## src/rtl/pfs_div.sv

```systemverilog
`timescale 1ns / 1ps
// ----------------------------------------------------------------------------
// pfs_div
// Pipelined restoring divider: one quotient bit per stage, several lanes
// sharing one divisor, with a side payload that travels alongside.
// ----------------------------------------------------------------------------
module pfs_div #(
  parameter int NB    = 32,
  parameter int DB    = 11,
  parameter int LANES = 1,
  parameter int PW    = 1
) (
  input  logic                       clk,
  input  logic                       rst,
  input  logic                       en,
  input  logic                       in_valid,
  input  logic [LANES-1:0][NB-1:0]   in_num,
  input  logic [DB-1:0]              in_den,
  input  logic [PW-1:0]              in_pay,
  output logic                       out_valid,
  output logic [LANES-1:0][NB-1:0]   out_quo,
  output logic [LANES-1:0][DB-1:0]   out_rem,
  output logic [PW-1:0]              out_pay
);

  // Stage registers: dividend bits shift out at the top, quotient bits in
  logic                     vld [NB];
  logic [LANES-1:0][NB-1:0] w   [NB];
  logic [LANES-1:0][DB-1:0] rem [NB];
  logic [DB-1:0]            den [NB];
  logic [PW-1:0]            pay [NB];

  for (genvar s = 0; s < NB; s++) begin : g_stage
    logic                     v_i;
    logic [LANES-1:0][NB-1:0] w_i;
    logic [LANES-1:0][DB-1:0] r_i;
    logic [DB-1:0]            d_i;
    logic [PW-1:0]            p_i;
    logic [LANES-1:0][NB-1:0] w_n;
    logic [LANES-1:0][DB-1:0] r_n;

    // Select the stage source
    if (s == 0) begin : g_first
      assign v_i = in_valid;
      assign w_i = in_num;
      assign r_i = '0;
      assign d_i = in_den;
      assign p_i = in_pay;
    end else begin : g_rest
      assign v_i = vld[s-1];
      assign w_i = w[s-1];
      assign r_i = rem[s-1];
      assign d_i = den[s-1];
      assign p_i = pay[s-1];
    end

    // Bring down one bit, subtract where the divisor fits
    always_comb begin
      logic [DB:0] trial;
      trial = '0;
      for (int l = 0; l < LANES; l++) begin
        trial = {r_i[l], w_i[l][NB-1]};
        if (trial >= {1'b0, d_i}) begin
          r_n[l] = DB'(trial - {1'b0, d_i});
          w_n[l] = {w_i[l][NB-2:0], 1'b1};
        end else begin
          r_n[l] = trial[DB-1:0];
          w_n[l] = {w_i[l][NB-2:0], 1'b0};
        end
      end
    end

    always_ff @(posedge clk) begin
      if (rst) begin
        vld[s] <= 1'b0;
      end else if (en) begin
        vld[s] <= v_i;
      end
    end

    always_ff @(posedge clk) begin
      if (en) begin
        w[s]   <= w_n;
        rem[s] <= r_n;
        den[s] <= d_i;
        pay[s] <= p_i;
      end
    end
  end

  assign out_valid = vld[NB-1];
  assign out_quo   = w[NB-1];
  assign out_rem   = rem[NB-1];
  assign out_pay   = pay[NB-1];

endmodule

```

## config.mk

```make
export PLATFORM = sky130hd
export DESIGN_NAME = pfs_div
export DESIGN_NICKNAME = d
export VERILOG_FILES = /design/src/rtl/pfs_div.sv
export SDC_FILE = /design/constraint.sdc
export NUM_CORES = 2
export LEC_CHECK = 0
export BUFFER_PORTS_ARGS = -buffer_cell sky130_fd_sc_hd__buf_2
export CAP_MARGIN = 10
export CORE_MARGIN = 1
export CORE_UTILIZATION = 55
export DETAILED_ROUTE_END_ITERATION = 12
export PLACE_DENSITY_LB_ADDON = 0.15
export SLEW_MARGIN = 20
export SYNTH_ARGS = -nofsm -noshare
export SYNTH_HDL_FRONTEND = slang
export SYNTH_SLANG_ARGS = --single-unit
```

## constraint.sdc

```tcl
create_clock -name clk -period 2.4 [get_ports clk]
set_input_delay 0.48 -clock clk [delete_from_list [all_inputs] [get_ports clk]]
set_output_delay 0.48 -clock clk [all_outputs]
set_load 0.005 [all_outputs]
```

Word level (Yosys, flattened, before mapping)
Memories as Yosys holds them, arrays and structs flattened. Cells that the tools add are included.

Add/subtract/negate cells: 32. Multipliers: 0. Div/mod/pow operators: 0. Magnitude comparators: 32. Equality and inequality tests: 0. Shifts and indexed selects: 0. Multiplexer cells: 102. Bitwise logic cells: 32. Reductions and logical operators: 0.

Operators by type and width (number): $ge A12 B11 Y1 (31); $mux W11 (32); $sub A11 B11 Y11 (31); $mux W1 (70); $or A1 B1 Y1 (32); $ge A1 B11 Y1 (1); $sub A1 B11 Y11 (1).

Register bits: 0. Bits in latches: 0. Memory bits (writable): 1792. ROM bits: 0. Input bits: 48. Output and inout port bits: 45. Word-level logic and storage cells: 203. Memories kept: 5.

Memories: w (words 32, bits a word 32, rd ports 32, clocked after memory_dff 0, wr ports 32, RTL line 28) `logic [LANES-1:0][NB-1:0] w [NB];`; den (words 32, bits a word 11, rd ports 31, clocked after memory_dff 0, wr ports 32, RTL line 30) `logic [DB-1:0] den [NB];`; rem (words 32, bits a word 11, rd ports 32, clocked after memory_dff 0, wr ports 32, RTL line 29) `logic [LANES-1:0][DB-1:0] rem [NB];`; pay (words 32, bits a word 1, rd ports 32, clocked after memory_dff 0, wr ports 32, RTL line 31) `logic [PW-1:0] pay [NB];`; vld (words 32, bits a word 1, rd ports 32, clocked after memory_dff 0, wr ports 32, RTL line 27) `logic vld [NB];`.

Depth between registers and ports, before layout
Depth in word-level cells: 4. Gate-level depth with buffers: 10. Mapped depth without buffers: 9.

Worst setup path after synthesis
No wires, ideal clock.

Path type: flip-flop to flip-flop. Start: mem den[18][0], in the netlist den[1][22]. End: mem rem[1][36] (netlist name) (data pin). Library setup time: 0.260 ns. Data arrival time: 2.259 ns. Required time: 2.140 ns. Path slack: -0.119 ns. Stages on the path, launching flop included: 10. Buffers on the path: 1. Clock period less this slack: 2.519 ns. Cells stage by stage: edfxtp_1 > ha_1 > fa_1 > nand2b_1 > a21oi_2 > a41o_2 > a41oi_2 > o21ai_2 > buf_6 > mux2_4.

RTL lines (RTL line): start, declared (30); end, declared (29).

==> out/metrics.cfg <==
[drt]
wire_per_inst_um = 16.96
drt_iter0_drc = 2501
firstDrtPassIters = 5
vias = 41100
routed_wl_mm = 129.8
via_per_inst = 5.372
drcViolationCount = 0
ant_nets = 0

[placement]
io_buffers = 92
post-place-ws_ps = -236.6
dpl.cell_count = 7160
placement.cell_area_sq_um = 81810
dpl.hpwl_mm = 85.56
gp_congestion = 0.8510

[setup_path]
crit_chain = ha_2 -> fa_2 -> nand2b_4 -> a21oi_4 -> a41o_1 -> a21oi_2 -> o31ai_4 -> clkbuf_16 -> mux2_4
r2r_start = den[1][110]
ff2ff_setup_slack_ps = -170
cp_slowest_cell = edfxtp_1
crit_arrival_ps = 3100
ff2ff_path_depth = 9
required_ps = 2930
cp-start-kind = register
r2r-end = rem[1][128]
cpPeakStageDelay_ps = 400
cp_max_fo = 5
path_class = register to register
worst_setup_path_end_kind = register

[synthesis]
synthArstFlopShare_pct = 0
synth-seq-cells = 1781
synth_compound_area_share_pct = 8.783
synth_fa_ha_area_share_pct = 6.517
synthMuxAreaShare_pct = 3.109
yosys.area_share.xor_xnor_pct = 2.487
yosys-top-cells-area = edfxtp_1 71%, ha_1 5.7%, inv_1 2.3%
synthFlopType = edfxtp_1
synth.most_common_cell = edfxtp_1
syn_inst = 4927
synth-simple-area-share_pct = 5.375
yosys_warnings = 0
synthesis.nets = 5349
synth_top_family_by_area = compound AO/OA/AOI/OAI gates
yosysSeqAreaShare_pct = 70.96
synth_cell_type_count = 71
syn_area_sq_um = 75370
yosysTopAreaCell = edfxtp_1
ys_top_cells_by_count = 1,781 x edfxtp_1, 470 x inv_1, 343 x ha_1, 315 x nand2_1, 290 x o21ai_0
synth_edf_count = 1781
syn_avg_cell_area_sq_um = 15.30
synth_top_area_share_pct = 70.96

[grt]
grt_usage_pct = 18.54
antenna_found_initial = 0
grt_max_degree = 90
grt_pass1_vias = 40140
grt-ovfl-total = 0
grt_pass1_wl_mm = 205.4

[floorplanning]
io_pins = 93
core-area_sq_um = 135600
die_h_um = 372.2
die_x_um = 372.2
dieArea_sq_um = 138500
start_util_pct = 55.57
core.rowCount = 135

[timing]
tightest_slew_ps = 757.0
fin_skew_ps = 26.74
timing.hold.ws_ps = 157.0
hold_viol = 0
fin_tns_setup_ps = -9299
min_period_over_period_pct = 107.0
timing.fmax_ghz = 0.3894
slew-limit-headroom_pct = 49.43
finalSetupViolCount = 148
worst_slack_ps = -168.2
rsz0062_at_grt = yes
layout_min_cycle_time_ps = 2568
final_max_slew_viol_count = 0

[power]
vdd_drop_max_mv = 0.8596
leakage_nw = 35.52
power_mw = 113.8
powerDensity_nw_per_um2 = 1247

[status]
status = finished, violations left
violations = setup timing

[worst_hold_path]
worstHoldPathType = input pin to register
min_from = en
whs_path_depth = 1
holdPathEnd = w[1][185]

[layout]
final_cell_area_sq_um = 91260
layout-drive-gt1-share_pct = 23.44
layout.cells.non_filler = 7652
n_antenna_cell = 0
nets = 6148
area_growth_pct = 21.08
post-route-util_pct = 67.28

[clock_tree]
cts_sinks = 1781
cts_root_buffer = clkbuf_16
clockBufferDepth = 3
cts_made_buffers = 180
cts_tree = done
clk_pin_slew_worst_paths_ps = 60
clk_latency_ps = 800
cts_max_level = 4

[flow_run]
drv_cap = 0

[cell type report]
type / count / area, sq um
flip-flops and latches: 1781 / 53480
fillers: 9428 / 44380
multi-input cells: 2628 / 22080
repair buffers: 665 / 5881
clock buffers: 223 / 4730
well taps: 1781 / 2228
inverters: 470 / 1777
clock inverters: 104 / 1077
[power breakdown]
group	leakage [nW]	internal, mW	switching [mW]
clock	2.79	15.4	11.6
sequential	17.5	41.4	2.84
combinational	15.3	21.7	20.8
total	35.5	78.5	35.3
[worst max-delay path: cells and delay by family (launching register included)]
kind | cells | cell delay (ps)
DFF | 1 | 400
buffers and inverters | 1 | 230
AOI/OAI and AO/OA | 4 | 670
and+or+nand+nor | 1 | 160
adders and majority gates | 2 | 560
muxes | 1 | 300
[worst max-delay path by stage]
stage          cells after the start          end   startpoint  slack, ps
2_1_floorplan                      9   rem[1][36]   den[1][22]         -2
3_3_place_gp                      10   rem[1][48]    w[1][127]       -230
3_5_place_dp                      10   rem[1][21]    den[1][0]       -240
4_1_cts                           10  rem[1][113]   den[1][99]       -120
5_1_grt                            9  rem[1][127]  den[1][110]       -260
6_report                           9  rem[1][128]  den[1][110]       -170
[metal layers]
metal | track usage (%) | wire (um) | share of wire, % | vias up
met5 | 0 | 0 | 0 | -
li1 | - | - | - | 20200
met1 | 25.98 | 59900 | 46 | 20000
met3 | 2.938 | 4709 | 3.6 | 222
met4 | 5.698 | 3140 | 2.4 | 0
met2 | 29.95 | 62000 | 48 | 683
[logic make-up after synthesis]
group / after synthesis
adder cells (fa/ha/maj): 374
flip-flops: 1781
AND/OR/NAND/NOR: 841
multiplexers: 212
XOR/XNOR: 214
buffers and inverters: 520
AO/OA/AOI/OAI: 985
[sequential cells by signal, summed over array words and instances (netlist names)]
register,count
rem,352
pay,32
vld,32
den,341
w,1024
[timing repair]
action | in CTS | in global routing
cloned | 5 | 20
pin swaps | 35 | 102
endpoints found under the hold margin | 45 | 0
gates resized for setup | 223 | 368
setup endpoints to repair | 310 | 338
buffers inserted | 51 | 56
hold buffers | 45 | 0
[cells in the final DEF (no fill, tap or decap), types with 21 or more instances in the layout]
cell type and n:
a21oi_2 30, mux2_4 146, clkinv_1 40, and2_1 37, nand2_4 27, and4_1 27
nand3_1 50, buf_6 50, nand2_2 21, xnor2_1 161, clkbuf_1 40, fa_2 31
nor2_1 157, nor2b_1 59, xor2_1 51, nand2b_1 58, clkbuf_16 197, a31oi_1 23
clkinv_2 28, buf_12 44, o21a_1 21, dlygate4sd3_1 45, o221ai_1 30, a21oi_1 206
o21ai_0 200, a21boi_0 32, inv_1 463, ha_1 308, nand2_1 267, o211ai_1 42
edfxtp_1 1781, a21o_1 52, mux2i_1 52, nor3_1 52, buf_2 92, o21ai_1 58
buf_4 417, ha_2 28, o21ai_2 41
(Power assumes the default switching activity.)
