## config.mk

```make
export PLATFORM = sky130hd
export DESIGN_NAME = pfs_corner
export DESIGN_NICKNAME = d
export VERILOG_FILES = /design/src/rtl/pfs_pkg.sv /design/src/rtl/pfs_corner.sv
export SDC_FILE = /design/constraint.sdc
export NUM_CORES = 2
export LEC_CHECK = 0
export BUFFER_PORTS_ARGS = -buffer_cell sky130_fd_sc_hd__buf_2
export CORE_MARGIN = 5
export CORE_UTILIZATION = 50
export CTS_BUF_LIST = sky130_fd_sc_hd__clkbuf_4 sky130_fd_sc_hd__clkbuf_8 sky130_fd_sc_hd__clkbuf_16
export DETAILED_ROUTE_END_ITERATION = 8
export PLACE_DENSITY = 0.72
export SLEW_MARGIN = 40
export SYNTH_ARGS = -nofsm -noshare
export SYNTH_HDL_FRONTEND = slang
export SYNTH_SLANG_ARGS = --single-unit
```

## constraint.sdc

```tcl
create_clock -name clk -period 10.1 [get_ports clk]
set_input_delay 0 -clock clk [delete_from_list [all_inputs] [get_ports clk]]
set_output_delay 0 -clock clk [all_outputs]
set_load 0.05 [all_outputs]
```

## src/rtl/pfs_pkg.sv

```systemverilog
`timescale 1ns / 1ps
// ----------------------------------------------------------------------------
// pfs_pkg
// Shared types and constants of the perspective floor sampler.
// ----------------------------------------------------------------------------
package pfs_pkg;

  // Texture, screen and fixed-point constants
  localparam int TEX_SIZE    = 1024;
  localparam int MAX_SCREEN  = 1024;
  localparam int SKY_WRAP    = 1022;
  localparam int FRAC_BITS   = 8;
  localparam int QUARTER     = 16384;
  localparam int TRIG_FRAC   = 14;

  // Sine polynomial coefficients
  localparam int SIN_C1 = 10583;
  localparam int SIN_C2 = 1306;
  localparam int SIN_C3 = 25736;

  // Field and register widths
  localparam int CFG_DATA_W  = 20;
  localparam int CFG_IDX_W   = 3;
  localparam int SCREEN_W    = 11;
  localparam int PIXEL_X_W   = 10;
  localparam int PIXEL_ROW_W = 9;
  localparam int TEX_W       = 10;
  localparam int CORNER_W    = 24;
  localparam int NUM_CORNERS = 8;

  // Configuration register indexes
  typedef enum logic [CFG_IDX_W-1:0] {
    REG_CAMERA_X,
    REG_CAMERA_Y,
    REG_HEADING,
    REG_HALF_FOV,
    REG_NEAR_DIST,
    REG_FAR_DIST,
    REG_SCREEN_WIDTH,
    REG_SCREEN_HEIGHT
  } cfg_reg_t;

  // Corner sequencer states
  typedef enum logic [1:0] {
    CS_IDLE,
    CS_MUL,
    CS_STORE
  } corner_state_t;

  typedef logic signed [CORNER_W-1:0] corner_t;

  // Camera settings handed to the corner unit
  typedef struct packed {
    logic signed [19:0] camera_x;
    logic signed [19:0] camera_y;
    logic [15:0]        heading;
    logic [13:0]        half_fov;
    logic [19:0]        near_dist;
    logic [19:0]        far_dist;
  } cam_cfg_t;

endpackage

```

## src/rtl/pfs_corner.sv

```systemverilog
`timescale 1ns / 1ps
// ----------------------------------------------------------------------------
// pfs_corner
// Frustum corner sequencer: sine and cosine of two angles, computed on a
// shared multiplier, scaled by the near and far distances, plus camera x/y.
// ----------------------------------------------------------------------------
module pfs_corner import pfs_pkg::*; (
  input  logic     clk,
  input  logic     rst,
  input  logic     start,
  input  cam_cfg_t cfg,
  output logic     busy,
  output corner_t  corners [NUM_CORNERS]
);

  localparam logic [4:0] LAST_OP = 5'(4 * 4 + NUM_CORNERS - 1);

  corner_state_t      state, state_next;
  logic [4:0]         op;
  logic               mul_en, store_en;
  logic               is_corner;
  logic [1:0]         idx, sub, ti;
  logic [2:0]         k;
  logic [15:0]        a1, a2, base, angle;
  logic [14:0]        t, x2, r;
  logic signed [15:0] trig [4];
  logic signed [17:0] ma;
  logic signed [20:0] mb;
  logic signed [38:0] p;
  logic signed [24:0] ph;
  logic [15:0]        sm, sat;

  // Decode the current operation
  assign is_corner = op[4];
  assign idx       = op[3:2];
  assign sub       = op[1:0];
  assign k         = op[2:0];
  assign ti        = {k[2], k[0]};
  assign a1        = cfg.heading - {2'b00, cfg.half_fov};
  assign a2        = cfg.heading + {2'b00, cfg.half_fov};
  assign base      = idx[1] ? a2 : a1;
  assign angle     = base + (idx[0] ? 16'd0 : 16'(QUARTER));
  assign t         = angle[14] ? 15'(QUARTER) - {1'b0, angle[13:0]} : {1'b0, angle[13:0]};
  assign ph        = p[38:TRIG_FRAC];
  assign sm        = p[29:14];
  assign sat       = (sm > 16'(QUARTER)) ? 16'(QUARTER) : sm;

  // Select multiplier operands
  always_comb begin
    if (is_corner) begin
      ma = 18'(trig[ti]);
      mb = $signed({1'b0, k[1] ? cfg.near_dist : cfg.far_dist});
    end else begin
      unique case (sub)
        2'd0: begin
          ma = $signed({3'b000, t});
          mb = $signed({6'b000000, t});
        end
        2'd1: begin
          ma = $signed({3'b000, x2});
          mb = 21'(SIN_C2);
        end
        2'd2: begin
          ma = $signed({3'b000, x2});
          mb = $signed({6'b000000, r});
        end
        default: begin
          ma = $signed({3'b000, t});
          mb = $signed({6'b000000, r});
        end
      endcase
    end
  end

  // Next state
  always_comb begin
    if (start) begin
      state_next = CS_MUL;
    end else begin
      unique case (state)
        CS_IDLE:  state_next = CS_IDLE;
        CS_MUL:   state_next = CS_STORE;
        CS_STORE: state_next = (op == LAST_OP) ? CS_IDLE : CS_MUL;
        default:  state_next = CS_IDLE;
      endcase
    end
  end

  // State outputs
  always_comb begin
    busy     = (state != CS_IDLE);
    mul_en   = (state == CS_MUL);
    store_en = (state == CS_STORE);
  end

  always_ff @(posedge clk) begin
    if (rst) begin
      state <= CS_IDLE;
      op    <= '0;
    end else begin
      state <= state_next;
      if (start) begin
        op <= '0;
      end else if (store_en) begin
        op <= op + 5'd1;
      end
    end
  end

  // Hold the product
  always_ff @(posedge clk) begin
    if (mul_en) begin
      p <= ma * mb;
    end
  end

  // Advance the sine polynomial
  always_ff @(posedge clk) begin
    if (store_en && !is_corner) begin
      unique case (sub)
        2'd0: x2 <= p[28:14];
        2'd1: r  <= 15'(SIN_C1) - p[28:14];
        2'd2: r  <= 15'(SIN_C3) - p[28:14];
        default: trig[idx] <= angle[15] ? -$signed(sat) : $signed(sat);
      endcase
    end
  end

  // Store corners; reset leaves them zero
  always_ff @(posedge clk) begin
    if (rst) begin
      for (int i = 0; i < NUM_CORNERS; i++) begin
        corners[i] <= '0;
      end
    end else if (store_en && is_corner) begin
      corners[k] <= CORNER_W'(ph) +
                    CORNER_W'(k[0] ? cfg.camera_y : cfg.camera_x);
    end
  end

endmodule
```

After elaboration in Yosys (flattened, before gate mapping)
Memories as Yosys holds them, arrays and structs flattened. A register that Yosys moved wholly into a read port is not among the register bits.
Index checks and enable logic that the tools add are counted.
W data, S select, Z words.
{"block": "op_classes", "n_addsub": 9, "n_mul": 1, "n_div": 0, "order_cmp": 3, "n_eq_ne": 5, "n_shift": 0, "muxes": 23, "bitwise_logic": 1, "n_reduce_logical": 12}
{"operator": "$bwmux W192", "n": 1}
{"operator": "$demux W24 S3", "n": 1}
{"operator": "$pmux W15 S2", "n": 2}
{"operator": "$mux W16", "n": 3}
{"operator": "$mux W24", "n": 2}
{"operator": "$mux W15", "n": 3}
{"operator": "$mux W20", "n": 2}
{"operator": "$mul A18 B21 Y38", "n": 1}
{"operator": "$add A24 B24 Y24", "n": 1}
{"operator": "$mux W18", "n": 1}
{"operator": "$add A16 B14 Y16", "n": 1}
{"operator": "$add A16 B15 Y16", "n": 1}
{"operator": "$gt A16 B15 Y1 const B", "n": 1}
{"operator": "$neg A16 Y16", "n": 1}
{"operator": "$sub A16 B14 Y16", "n": 1}
{"operator": "$sub A14 B15 Y15 const A", "n": 1}
{"operator": "$sub A15 B14 Y15 const A", "n": 1}
{"operator": "$sub A15 B15 Y15 const A", "n": 1}
{"operator": "$add A5 B1 Y5 const B", "n": 1}
{"operator": "$eq A5 B5 Y1 const B", "n": 1}
{"operator": "$mux W1", "n": 5}
{"operator": "$eq A2 B1 Y1 const B", "n": 2}
{"operator": "$eq A2 B2 Y1 const B", "n": 2}
{"operator": "$ge A4 B4 Y1 const B", "n": 1}
{"operator": "other kinds (11)", "n": 17}
{"block": "word_totals", "ff_bits": 267, "latchBits": 0, "ram_bits": 64, "romBits": 0, "in_bits": 113, "out_inout_bits": 193, "word_cells": 69, "mem_count": 1}
{"memory": "trig", "depth": 4, "word_bits": 16, "read_ports": 1, "rd_clocked_by_memory_dff": 1, "write_ports": 1, "line": "pfs_corner.sv:26", "rtl": "logic signed [15:0] trig [4];"}

Depth between registers and ports, before layout
{"block": "logic_depth", "ltp_word": 8, "ltp_mapped": 49, "mapped_depth_nobuf": 47}

Worst setup path after synthesis
Ideal clock, no wire load.
{"block": "synth_timing", "path_type": "reg-to-reg", "from": "reg op[3]", "to": "reg p[31] (data pin)", "setup_time_ns": 0.258, "t_arrival_ns": 10.446, "t_required_ns": 9.842, "setup_slack_ns": -0.604, "path_stages_with_launch": 47, "path_buffers": 4, "synth_period_minus_slack_ns": 10.704, "path_cell_list": "dfxtp_1 -> clkbuf_1 -> clkbuf_1 -> mux2_2 -> fa_1 -> a21oi_1 -> o21ai_1 -> a21oi_2 -> o21ai_1 -> a2111oi_2 -> nor3b_1 -> o21a_1 -> o21ai_0 -> nand2b_1 -> a21oi_1 -> xnor2_1 -> ha_1 -> clkbuf_1 -> [11 not listed] -> inv_1 -> fa_1 -> fa_1 -> inv_1 -> fa_1 -> inv_1 -> ha_1 -> a21o_1 -> a21o_1 -> a21oi_1 -> nor2_1 -> a211oi_1 -> a21boi_2 -> a21oi_2 -> o21ai_0 -> a21o_1 -> a31o_2 -> xor2_1"}
{"block": "synth_via", "elab_chain_len": 7, "word_cells_on_any_way": 9, "classes_between": "add/sub (2); mul (1); mux (6)"}
{"item": "from (decl)", "line": "pfs_corner.sv:19", "rtl": "logic [4:0] op;"}
{"item": "from (signal assigned)", "line": "pfs_corner.sv:105", "rtl": "op <= op + 5'd1;"}
{"item": "$mux W16 *", "line": "pfs_corner.sv:41", "rtl": "assign base = idx[1] ? a2 : a1;"}
{"item": "$add A16 B15 Y16 *", "line": "pfs_corner.sv:42", "rtl": "assign angle = base + (idx[0] ? 16'd0 : 16'(QUARTER));"}
{"item": "$sub A15 B14 Y15", "line": "pfs_corner.sv:43", "rtl": "assign t = angle[14] ? 15'(QUARTER) - {1'b0, angle[13:0]} : {1'b0, angle[13:0]};"}
{"item": "$mux W15 *", "line": "pfs_corner.sv:43"}
{"item": "$pmux W15 S2 / $mux W15 (equally long branches)", "line": "pfs_corner.sv:54", "rtl": "unique case (sub)"}
{"item": "$mux W20 / $mux W18 (equally long branches)", "line": "pfs_corner.sv:50", "rtl": "if (is_corner) begin"}
{"item": "$mul A18 B21 Y38 *", "line": "pfs_corner.sv:113", "rtl": "p <= ma * mb;"}
{"item": "to (signal assigned)", "line": "pfs_corner.sv:113"}
{"item": "to (decl)", "line": "pfs_corner.sv:29", "rtl": "logic signed [38:0] p;"}
Mark *: on every way between the ends. The rest lies on a longest branch, timed or not.
A chain may end at the register's enable or synchronous reset.

Final worst setup path
{"block": "layout_timing", "from": "reg op[3]", "to": "reg p[36] (data pin)"}
The elaborated chain is that of the path after synthesis.

==> impl_metrics.json <==
{
  "worstSkewPairLatency_ns": 0.57,
  "io_buffer_count": 305,
  "cts_tree": "done",
  "synth.top_cell.area_share": 0.2174,
  "critPathMaxFanout": 7,
  "worstMarginPinSlew_ns": 0.7592,
  "min_path_type": "input port to register",
  "dieHeight_um": 240.7,
  "final_common_cell": "nand2_1",
  "ys_seq_elements": 319,
  "max_cap_violations": 0,
  "post_route_cells_drive_above_1_share": 0.2288,
  "utilization": 0.6089,
  "vias_per_cell": 5.623,
  "slowest_stage": "fa_1",
  "core_region_area_sq_um": 52660,
  "clock-sinks": 319,
  "outcome": "completed",
  "synth_area_per_cell_sq_um": 9.057,
  "dpl.hpwl_um": 70870,
  "netlist_area_sq_um": 26610,
  "final-hold-violation-count": 0,
  "fmax_mhz": 100.3,
  "cts_root_buf": "clkbuf_16",
  "seq_area_frac_synth": 0.2844,
  "num_vias": 22960,
  "drc": 0,
  "grt_pass1_wl_um": 134200,
  "die-area_sq_um": 57930,
  "fp.dieW_um": 240.7,
  "synth_nets": 3519,
  "drtAntennaViolNets": 0,
  "rsz0062_at_grt": "true",
  "nFillCells": 4452,
  "antenna_found_initial": 0,
  "finalCritPeriodShare": 0.9874,
  "diodes": 0,
  "slowest_delay_ns": 0.53,
  "arrival_ns": 10.29,
  "start_kind": "register",
  "synth_edf_count": 118,
  "synth_largest_area_cell": "fa_1",
  "drtIter0Drc": 1777,
  "setup_violations": 0,
  "clock_skew_ns": 0.02529,
  "syn_inst": 2938,
  "path_buf_inv": 11,
  "h-tree-depth": 1,
  "synth_area_leaders": "fa_1 (22%), dfxtp_1 (15%), edfxtp_1 (13%)",
  "gp_congestion": 1.000,
  "min_period_ns": 9.972,
  "drt-total-wl_um": 89540,
  "ios": 306,
  "area_delta_synth_final_pct": 20.49,
  "r2r_setup_slack_ns": 0.13,
  "synthFlopType": "dfxtp_1",
  "wire_per_inst_um": 21.92,
  "ys_types": 80,
  "fin_nets": 3954,
  "final_max_slew_viol_count": 0,
  "endpoint_kind": "register",
  "cts_buffers": 29,
  "critPathKind": "register to register",
  "firstDrtPassIters": 6,
  "clockBufferDepth": 3,
  "rows": 84,
  "path_delay_family": "adder cells",
  "required_ns": 10.42,
  "slew_headroom": 0.4794,
  "async_flop_share": 0,
  "final_cell_mix": "nand2_1 (458), inv_1 (373), buf_2 (304)",
  "grt_overflow": 0,
  "cpMostUsedCell": "a21oi_2",
  "grt_pass1_vias": 23400,
  "ys_warn_count": 0,
  "grt_use_total": 0.3011,
  "initial_core_util": 0.5053,
  "clkSlewWorstSetupHoldPaths_ns": 0.07,
  "grt_max_degree": 142
}
## worst paths after layout
| kind | from | to | cells after the start |
|---|---|---|---|
| max reg2reg | op[3]$_SDFFE_PP0P_ | p[36]$_DFFE_PP_ | 48 |
| max | op[3]$_SDFFE_PP0P_ | p[36]$_DFFE_PP_ | 48 |
| min reg2reg | corners[20]$_SDFFE_PP0P_ | corners[20]$_SDFFE_PP0P_ | 2 |
| min | cfg[70] | corners[168]$_SDFFE_PP0P_ | 5 |
## flip-flops by register name, summed over array words and instances, names as in the netlist, named ones only
| name | flops |
|---|---|
| r | 15 |
| p | 24 |
| corners | 192 |
| op | 5 |
| state | 2 |
| trig | 64 |
| x2 | 15 |
## synth_stat cells (all sizes together) (4+ instances only)
master and count:
nor4 7, and4 5, o21a 22, or3 7
nand2b 16, nand3b 17, a21oi 236, buf 24
and2 31, o31ai 20, o21ai 61, inv 382
fa 289, mux4 15, a21boi 8, xor2 47
nand4 10, dfxtp 201, or2 9, nor3 41
nor2 317, a21o 28, mux2i 37, and3 8
nor3b 7, o22ai 8, clkbuf 108, a2111oi 5
nand3 19, mux2 25, a31oi 11, a211oi 27
ha 179, a22oi 7, o21bai 5, nand2 466
nor2b 18, xnor2 56, edfxtp 118, a221oi 4
## tightest hold or removal path, delay by kind of cell
family                     cells  cell delay [ns]
buffers and inverters          1             0.07
muxes                          1             0.18
and+or+nand+nor                1             0.10
AOI/OAI and AO/OA              1             0.05
adders and majority gates      1             0.36
## routing by layer
layer  share of wire  track usage
met2            0.47       0.4898
met4           0.056       0.1379
met5               0            0
met1            0.38       0.3823
met3            0.10      0.07428
## metrics by stage
stage | hold slack, ns | instances | setup TNS (ns) | setup slack, ns | cell area (sq um)
floorplan | 0.1177 | 2938 | 0 | 0.004682 | 26640
global placement | 0.2318 | 3987 | -0.7078 | -0.2104 | 30010
detailed placement | 0.2607 | 3987 | -1.914 | -0.4398 | 30110
CTS | 0.2347 | 4052 | 0 | 0.007969 | 31360
global route | 0.2670 | 4084 | -0.8414 | -0.2419 | 32060
finish | 0.2484 | 4084 | 0 | 0.1276 | 32060
## final cells by class
cell class / count / area [sq um] / area share
Tap cell: 688 / 860.8 / 0.02685
Clock buffer: 38 / 818.3 / 0.02552
Clock inverter: 16 / 252.7 / 0.007883
Multi-Input combinational cell: 2103 / 17710 / 0.5525
Inverter: 384 / 1449 / 0.04519
Timing Repair Buffer: 536 / 3396 / 0.1059
Sequential cell: 319 / 7571 / 0.2361
## timing repair
item                                    in CTS  in global routing
pin swaps                                   16                 74
cloned                                       0                  0
hold buffers                                 2                  0
endpoints found under the setup margin       9                 17
gates resized for setup                     26                103
setup buffers                                9                 32
endpoints found under the hold margin       93                  0
## cells by family (layout without fill, tap and decap cells)
logic type | Yosys count | count (layout) | share of synthesized area
XOR/XNOR | 103 | 103 | 0.03390
AND/OR/NAND/NOR | 982 | 982 | 0.1565
multiplexers | 77 | 77 | 0.03733
adder cells (fa/ha/maj) | 468 | 468 | 0.3016
flip-flops | 319 | 319 | 0.2844
AO/OA/AOI/OAI | 473 | 473 | 0.1126
buffers and inverters | 516 | 974 | 0.07368
Power is not shown: default switching activity piles up to over one toggle a cycle in this logic, so the estimate is an artifact.
